--- config.mk ---
export PLATFORM = sky130hd
export DESIGN_NAME = id_lock_manager_fifo
export DESIGN_NICKNAME = d
export VERILOG_FILES = /design/src/hdl/ilmf_pkg.sv /design/src/hdl/ilmf_ram.sv /design/src/hdl/ilmf_core.sv /design/src/hdl/id_lock_manager_fifo.sv
export VERILOG_INCLUDE_DIRS = /design/src /design/src/hdl
export SDC_FILE = /design/constraint.sdc
export NUM_CORES = 1
export LEC_CHECK = 0
export BUFFER_PORTS_ARGS = -buffer_cell sky130_fd_sc_hd__buf_2
export CORE_UTILIZATION = 50
export DETAILED_ROUTE_END_ITERATION = 8
export PLACE_DENSITY_LB_ADDON = 0.1
export SKIP_CTS_REPAIR_TIMING = 1
export SYNTH_ARGS = -nofsm -noshare
export SYNTH_HDL_FRONTEND = slang
export SYNTH_SLANG_ARGS = --single-unit
--- constraint.sdc ---
create_clock -name clk -period 5.55 [get_ports clk]
set_input_delay 0.2775 -clock clk [delete_from_list [all_inputs] [get_ports clk]]
set_output_delay 0.2775 -clock clk [all_outputs]
set_load 0.02 [all_outputs]
--- src/hdl/id_lock_manager_fifo_macros.svh ---
// Assertion macros shared by the lock manager RTL.
// Expects signals clk and rst_n in the scope where a macro is used.
`ifndef ID_LOCK_MANAGER_FIFO_MACROS_SVH
`define ID_LOCK_MANAGER_FIFO_MACROS_SVH

// Check that cons holds in the same cycle as ante.
`define ILMF_ASSERT_NOW(label, ante, cons, msg) \
    label: assert property (@(posedge clk) disable iff (!rst_n) (ante) |-> (cons)) \
        else $error(msg);

// Check that cons holds in the cycle after ante.
`define ILMF_ASSERT_NEXT(label, ante, cons, msg) \
    label: assert property (@(posedge clk) disable iff (!rst_n) (ante) |=> (cons)) \
        else $error(msg);

`endif

--- src/hdl/ilmf_pkg.sv ---
// Shared types and codes for the lock manager with FIFO wait queue.
// No dependencies.
package ilmf_pkg;

    // Request selector
    localparam logic REQ_ACQUIRE = 1'b0;
    localparam logic REQ_RELEASE = 1'b1;

    // Result status codes
    typedef enum logic [2:0] {
        ST_GRANTED   = 3'd0,
        ST_ALREADY   = 3'd1,
        ST_QUEUED    = 3'd2,
        ST_FULL      = 3'd3,
        ST_FREED     = 3'd4,
        ST_HANDED    = 3'd5,
        ST_NOT_OWNER = 3'd6
    } status_t;

    localparam int ID_W      = 8;
    localparam int WAITERS_W = 5;

    typedef struct packed {
        logic            req_type;
        logic [ID_W-1:0] client_id;
        logic [ID_W-1:0] thread_id;
    } req_t;

    typedef struct packed {
        status_t              status;
        logic [ID_W-1:0]      next_client;
        logic [ID_W-1:0]      next_thread;
        logic                 busy_after;
        logic                 requester_held;
        logic [WAITERS_W-1:0] waiters;
    } res_t;

endpackage

--- src/hdl/ilmf_ram.sv ---
// Generic simple dual-port RAM: one write port, one read port, registered read.
// No dependencies.
module ilmf_ram #(
    parameter int WIDTH = 16,
    parameter int DEPTH = 16
) (
    input  logic                     clk,
    input  logic                     wr_en,
    input  logic [$clog2(DEPTH)-1:0] wr_addr,
    input  logic [WIDTH-1:0]         wr_data,
    input  logic [$clog2(DEPTH)-1:0] rd_addr,
    output logic [WIDTH-1:0]         rd_data
);

    logic [WIDTH-1:0] mem_reg [DEPTH];
    logic [WIDTH-1:0] rd_data_reg;

    // Write and read the array
    always_ff @(posedge clk)
    begin
        if (wr_en)
        begin
            mem_reg[wr_addr] <= wr_data;
        end
        rd_data_reg <= mem_reg[rd_addr];
    end

    assign rd_data = rd_data_reg;

endmodule

--- src/hdl/ilmf_core.sv ---
// Lock state, owner registers and wait FIFO pointers; decides one request per cycle.
// Depends on ilmf_pkg, ilmf_ram and the assertion macro header.
`include "id_lock_manager_fifo_macros.svh"

module ilmf_core #(
    parameter int QUEUE_DEPTH = 16
) (
    input  logic          clk,
    input  logic          rst_n,
    input  logic          in_vld,
    input  ilmf_pkg::req_t in_req,
    output ilmf_pkg::res_t out_res
);
    import ilmf_pkg::*;

    localparam int PTR_W = $clog2(QUEUE_DEPTH);
    localparam int CNT_W = $clog2(QUEUE_DEPTH + 1);
    localparam int ENT_W = 2 * ID_W;
    localparam logic [PTR_W-1:0] PTR_LAST = PTR_W'(QUEUE_DEPTH - 1);
    localparam logic [CNT_W-1:0] CNT_FULL = CNT_W'(QUEUE_DEPTH);

    logic             busy_reg, busy_next;
    logic [ID_W-1:0]  own_client_reg, own_client_next;
    logic [ID_W-1:0]  own_thread_reg, own_thread_next;
    logic [PTR_W-1:0] head_reg, head_next;
    logic [PTR_W-1:0] tail_reg, tail_next;
    logic [CNT_W-1:0] cnt_reg, cnt_next;
    logic             byp_vld_reg, byp_vld_next;
    logic [ENT_W-1:0] byp_data_reg;

    logic             wr_en;
    logic [ENT_W-1:0] wr_data;
    logic [ENT_W-1:0] rd_data;
    logic [ENT_W-1:0] head_ent;
    logic             held;
    logic             pop;
    logic [31:0]      cnt_ext;

    // Wait entries: client in the upper byte, thread in the lower byte
    ilmf_ram #(
        .WIDTH (ENT_W),
        .DEPTH (QUEUE_DEPTH)
    ) u_wait_ram (
        .clk     (clk),
        .wr_en   (wr_en),
        .wr_addr (tail_reg),
        .wr_data (wr_data),
        .rd_addr (head_next),
        .rd_data (rd_data)
    );

    // Take the head entry from the bypass when it was written on the last edge
    assign head_ent = byp_vld_reg ? byp_data_reg : rd_data;
    assign wr_data  = {in_req.client_id, in_req.thread_id};
    assign held     = busy_reg && (own_client_reg == in_req.client_id)
                      && (own_thread_reg == in_req.thread_id);

    // Decide the request and compute next state
    always_comb
    begin
        busy_next       = busy_reg;
        own_client_next = own_client_reg;
        own_thread_next = own_thread_reg;
        head_next       = head_reg;
        tail_next       = tail_reg;
        cnt_next        = cnt_reg;
        wr_en           = 1'b0;
        pop             = 1'b0;
        out_res.status      = ST_NOT_OWNER;
        out_res.next_client = '0;
        out_res.next_thread = '0;

        if (in_req.req_type == REQ_ACQUIRE)
        begin
            if (held)
            begin
                out_res.status = ST_ALREADY;
            end
            else if (!busy_reg)
            begin
                busy_next       = in_vld;
                own_client_next = in_vld ? in_req.client_id : own_client_reg;
                own_thread_next = in_vld ? in_req.thread_id : own_thread_reg;
                out_res.status  = ST_GRANTED;
            end
            else if (cnt_reg < CNT_FULL)
            begin
                wr_en          = in_vld;
                out_res.status = ST_QUEUED;
            end
            else
            begin
                out_res.status = ST_FULL;
            end
        end
        else
        begin
            if (!busy_reg || (own_client_reg != in_req.client_id))
            begin
                out_res.status = ST_NOT_OWNER;
            end
            else if (cnt_reg != '0)
            begin
                pop                 = in_vld;
                out_res.next_client = head_ent[ENT_W-1:ID_W];
                out_res.next_thread = head_ent[ID_W-1:0];
                out_res.status      = ST_HANDED;
                if (in_vld)
                begin
                    own_client_next = head_ent[ENT_W-1:ID_W];
                    own_thread_next = head_ent[ID_W-1:0];
                end
            end
            else
            begin
                out_res.status = ST_FREED;
                if (in_vld)
                begin
                    busy_next       = 1'b0;
                    own_client_next = '0;
                    own_thread_next = '0;
                end
            end
        end

        // Advance the FIFO pointers, wrapping at the last entry
        if (wr_en)
        begin
            tail_next = (tail_reg == PTR_LAST) ? '0 : tail_reg + 1'b1;
            cnt_next  = cnt_reg + 1'b1;
        end
        if (pop)
        begin
            head_next = (head_reg == PTR_LAST) ? '0 : head_reg + 1'b1;
            cnt_next  = cnt_reg - 1'b1;
        end

        cnt_ext                = 32'(cnt_next);
        out_res.busy_after     = busy_next;
        out_res.requester_held = held;
        out_res.waiters        = cnt_ext[WAITERS_W-1:0];
    end

    // Flag a write into the entry the RAM is reading on the same edge
    assign byp_vld_next = wr_en && (tail_reg == head_next);

    // Hold lock and queue state
    always_ff @(posedge clk or negedge rst_n)
    begin
        if (!rst_n)
        begin
            busy_reg       <= 1'b0;
            own_client_reg <= '0;
            own_thread_reg <= '0;
            head_reg       <= '0;
            tail_reg       <= '0;
            cnt_reg        <= '0;
            byp_vld_reg    <= 1'b0;
        end
        else
        begin
            busy_reg       <= busy_next;
            own_client_reg <= own_client_next;
            own_thread_reg <= own_thread_next;
            head_reg       <= head_next;
            tail_reg       <= tail_next;
            cnt_reg        <= cnt_next;
            byp_vld_reg    <= byp_vld_next;
        end
    end

    // Capture the bypass entry
    always_ff @(posedge clk)
    begin
        byp_data_reg <= wr_data;
    end

    `ILMF_ASSERT_NOW(a_cnt_bound, 1'b1, cnt_reg <= CNT_FULL, "wait count above queue depth")
    `ILMF_ASSERT_NOW(a_free_empty, !busy_reg, cnt_reg == '0, "waiters queued on a free lock")
    `ILMF_ASSERT_NEXT(a_pop_count, pop, cnt_reg == $past(cnt_reg) - 1'b1, "pop did not drop count")

endmodule

--- src/hdl/id_lock_manager_fifo.sv ---
// Top level of the lock manager with FIFO wait queue: request and result registers.
// Depends on ilmf_pkg, ilmf_core and the assertion macro header.
//
// A request is taken at each rising edge with start high and busy low; busy is
// high only in the first cycle after reset, so one request per cycle is taken.
// The request is registered, decided against the lock state in the next cycle,
// and its result shows on res with done high for the one cycle that follows
// the next edge. Results come out in request order and cannot be held off:
// the receiver must take each one in the cycle that done marks. The wait queue
// is a RAM of QUEUE_DEPTH entries whose head read is registered; a write into
// the head entry is forwarded so back-to-back requests see it.
`include "id_lock_manager_fifo_macros.svh"

module id_lock_manager_fifo #(
    parameter int QUEUE_DEPTH = 16
) (
    input  logic           clk,
    input  logic           rst_n,
    input  logic           start,
    output logic           busy,
    input  ilmf_pkg::req_t req,
    output logic           done,
    output ilmf_pkg::res_t res
);
    import ilmf_pkg::*;

    logic busy_reg;
    logic vld_reg, vld_next;
    req_t req_reg;
    logic done_reg;
    res_t res_reg;
    res_t core_res;

    assign vld_next = start && !busy_reg;

    // Hold off requests for one cycle out of reset; advance the valid pipe
    always_ff @(posedge clk or negedge rst_n)
    begin
        if (!rst_n)
        begin
            busy_reg <= 1'b1;
            vld_reg  <= 1'b0;
            done_reg <= 1'b0;
        end
        else
        begin
            busy_reg <= 1'b0;
            vld_reg  <= vld_next;
            done_reg <= vld_reg;
        end
    end

    // Capture the request and the decided result
    always_ff @(posedge clk)
    begin
        if (vld_next)
        begin
            req_reg <= req;
        end
        if (vld_reg)
        begin
            res_reg <= core_res;
        end
    end

    ilmf_core #(
        .QUEUE_DEPTH (QUEUE_DEPTH)
    ) u_core (
        .clk     (clk),
        .rst_n   (rst_n),
        .in_vld  (vld_reg),
        .in_req  (req_reg),
        .out_res (core_res)
    );

    assign busy = busy_reg;
    assign done = done_reg;
    assign res  = res_reg;

    `ILMF_ASSERT_NEXT(a_req_to_done, vld_reg, done, "decided request gave no result strobe")
    `ILMF_ASSERT_NOW(a_hand_busy, done && (res.status == ST_HANDED),
        res.busy_after, "hand over left lock free")
    `ILMF_ASSERT_NOW(a_free_idle, done && (res.status == ST_FREED),
        !res.busy_after && (res.waiters == '0), "freed lock still held")

endmodule

==> metrics <==
outcome complete, no violations; Starting Density 50.8%; Synth Area in XOR/XNOR 1.55%; most common cell after layout, fill and taps aside edfxtp_1; H-tree levels 2; Slew Viols, Final 0; remaining global-route overflow 0; row count 61; CTS tree built; worst stage delay on the critical path approximately 0.88 ns; initial antenna violation count 1; # diodes 0; largest net degree at the start of global routing approximately 130; FF-to-FF setup slack 1.73 ns; drt total wl 33300 um; Syn Area/Cell 13.8 um^2; die width 170 um; maximum VDD drop 0.000276 V; Power Total between 0.006 and 0.007 W; clk slew on worst S/H paths 0.06 ns; Synth Area in Compound Gates 9.85%; Residual DRC 0; Detailed Place HPWL 18700 um; Placed Area 0.0147 mm^2; ANT nets after route 0; static leakage 5.56 nW; Worst Path Required 6.01 ns; DIE AREA 0.0289 mm^2; CP arrival 4.28 ns; Crit Path Class reg -> reg; commonest cells after routing, fill and taps aside edfxtp_1 (299), nand2_1 (235), a21oi_1 (82); placed insts 1411; pwr dens 377 mW/mm^2; RSZ-0062 raised after global routing false; largest buffer count on any clock path 3; Seq cells post-synth roughly 370; prevailing post-synth register cell edfxtp_1; skew final about 0.019 ns; Hold Path Class in -> reg; Hold Path Depth 3; period utilization just under 70%; clk root buf clkbuf_16; asr flop ratio synth 9.32%; Area Growth Syn to Fin 14.0%; Post-Synthesis Cells 1026; slew at the pin with the worst max-slew slack 1.17 ns; global-route wire length before repair 49200 um; # port buffers 47; Hold Path End vld_reg; clk sinks 365; Fin Setup TNS 0 ns; Worst setup SP type register; core region area 0.0278 mm^2; Num CTS Buffers 38; max reg flops 256; share of synthesized area occupied by flip-flops and latches 74.1%; first-pass iteration count of the detailed router 5; ranking of synthesized cells by area edfxtp_1 (64%), nand2_1 (6.2%), dfrtp_1 (5.8%); final RePlAce weighted congestion about 0.8; Post-Synth Adder-Cell Area 0.709%; DR vias/cell around 5.7; post-synthesis simple-gate area fraction 9.82%; FF-to-FF Start req_reg[10]; via count 8587; vias in the first global route 7923; CP Max Fanout 87; Cell Chain, Critical Path xor2_1 > nor4_2 > and4_4 > mux2i_4 > inv_4 > buf_4 > nand2_1 > a32oi_1 > a22oi_1 > nand2_1; R2R Path End u_core.u_wait_ram.rd_data[7]; CP max-delay cell edfxtp_1; Layout Cells excl Fill 1499; number of synthesized flops with an enable pin 299; DIE HEIGHT approximately 170 um; Synth top area share 63.6%; Synth area leader edfxtp_1; num ports 48; Post-Syn Nets 1054; Syn. warnings 0; top achievable clock speed 262 MHz; gr usage total a little under a quarter; final instance area 0.0161 mm^2; Max Cap Viol 0; relative slew slack a little over a fifth; count of final hold-check violations 0; Final Util slightly below 60%; clk_lat worst skew 0.53 ns; drt wl/cell about 22 um; largest family of logic cells by synthesized area compound AO/OA/AOI/OAI gates; Worst R2R Path Depth 10; fin nets 1119; hold path start start; ratio of cells with drive above 1 in the final layout between 10% and 20%; Crit path top cell by count nand2_1; post-synthesis mux area share 1.48%; Crit. End Element register; min cycle time layout 3.82 ns; synthesized area roughly 0.014 mm^2; drt first-iter violations 789; Cell variety after synth 44; # setup viols final 0
[Yosys cell counts, types with 2 or more instances]
| cell | count |
|---|---|
| nand3_1 | 7 |
| o21ai_0 | 25 |
| ha_1 | 8 |
| dfxtp_1 | 32 |
| buf_4 | 7 |
| mux2i_1 | 15 |
| dfrtp_1 | 33 |
| a32oi_1 | 64 |
| buf_1 | 2 |
| a31oi_1 | 3 |
| nand4_1 | 3 |
| xnor2_1 | 16 |
| clkbuf_1 | 21 |
| and2_1 | 19 |
| mux2_2 | 2 |
| nor4_1 | 2 |
| edfxtp_1 | 299 |
| nand2_1 | 235 |
| nor3_1 | 18 |
| nor2_1 | 25 |
| nor4_2 | 2 |
| xor2_1 | 9 |
| a22oi_1 | 32 |
| buf_2 | 30 |
| and3_1 | 5 |
| a21oi_1 | 82 |
| inv_1 | 9 |
| nor2b_1 | 5 |
[cell type report]
class | count | area, um^2
Timing Repair Buffer | 87 | 606
Multi-Input combinational cell | 589 | 3330
Fill cell | 2244 | 11700
Clock buffer | 60 | 1080
Tap cell | 378 | 473
Sequential cell | 365 | 10500
Clock inverter | 10 | 92.6
Inverter | 10 | 40.0
[where the power goes]
| part | total (W) | internal, W | switching, W | leakage [nW] |
|---|---|---|---|---|
| clock network | 0.00240 | 0.00139 | 0.00101 | 0.576 |
| registers | 0.00321 | 0.00309 | 0.000115 | 3.42 |
| logic | 0.000468 | 0.000175 | 0.000293 | 1.56 |
| total | 0.00607 | 0.00466 | 0.00141 | 5.56 |
[through the flow]
stage               hold WS [ns]  setup WS [ns]
floorplan                -0.0181           2.77
global placement           0.427           1.89
CTS                       -0.115           1.79
detailed placement         0.430           1.85
finish                     0.242           1.73
global route               0.264           1.52
[critical path: cells and delay by family (launching register included)]
family,cells,cell delay (ns)
simple gates,4,1.09
flops,1,0.88
buf+inv,2,1.05
xor+xnor,1,0.18
compound gates,2,0.31
mux,1,0.11
[cells by family (layout without fill, tap and decap cells)]
kind of cell | Yosys count | in the layout
xor gates and xnor gates | 25 | 25
AOI/OAI and AO/OA | 210 | 210
DFF | 365 | 365
other | 1 | 1
buffers and inverters | 72 | 167
and+or+nand+nor | 326 | 326
adders and majority gates | 8 | 8
muxes | 19 | 19
[layer usage]
metal | vias to the layer above | global-route usage (%) | share of wire (%)
li1 | 3939 | - | -
met1 | 4292 | 35.0 | 46
met2 | 319 | 35.9 | 46
met3 | 37 | 3.63 | 6.3
met4 | 0 | 5.72 | 1.5
met5 | - | 0 | 0
[how the worst max path moves through the flow]
stage | start | endpoint | slack (ns) | cells past startpoint
after global placement | req_reg[14] | u_core.u_wait_ram.mem_reg[1][5] | 1.89 | 8
after global routing | req_reg[10] | u_core.u_wait_ram.rd_data[4] | 1.52 | 10
final | req_reg[10] | u_core.u_wait_ram.rd_data[7] | 1.73 | 10
after floorplan | vld_reg | u_core.u_wait_ram.mem_reg[15][0] | 2.77 | 2
after CTS | req_reg[10] | u_core.u_wait_ram.rd_data[2] | 1.79 | 10
after detailed placement | req_reg[10] | u_core.u_wait_ram.rd_data[7] | 1.85 | 10
Note: power is estimated with default switching activity, not from simulation.
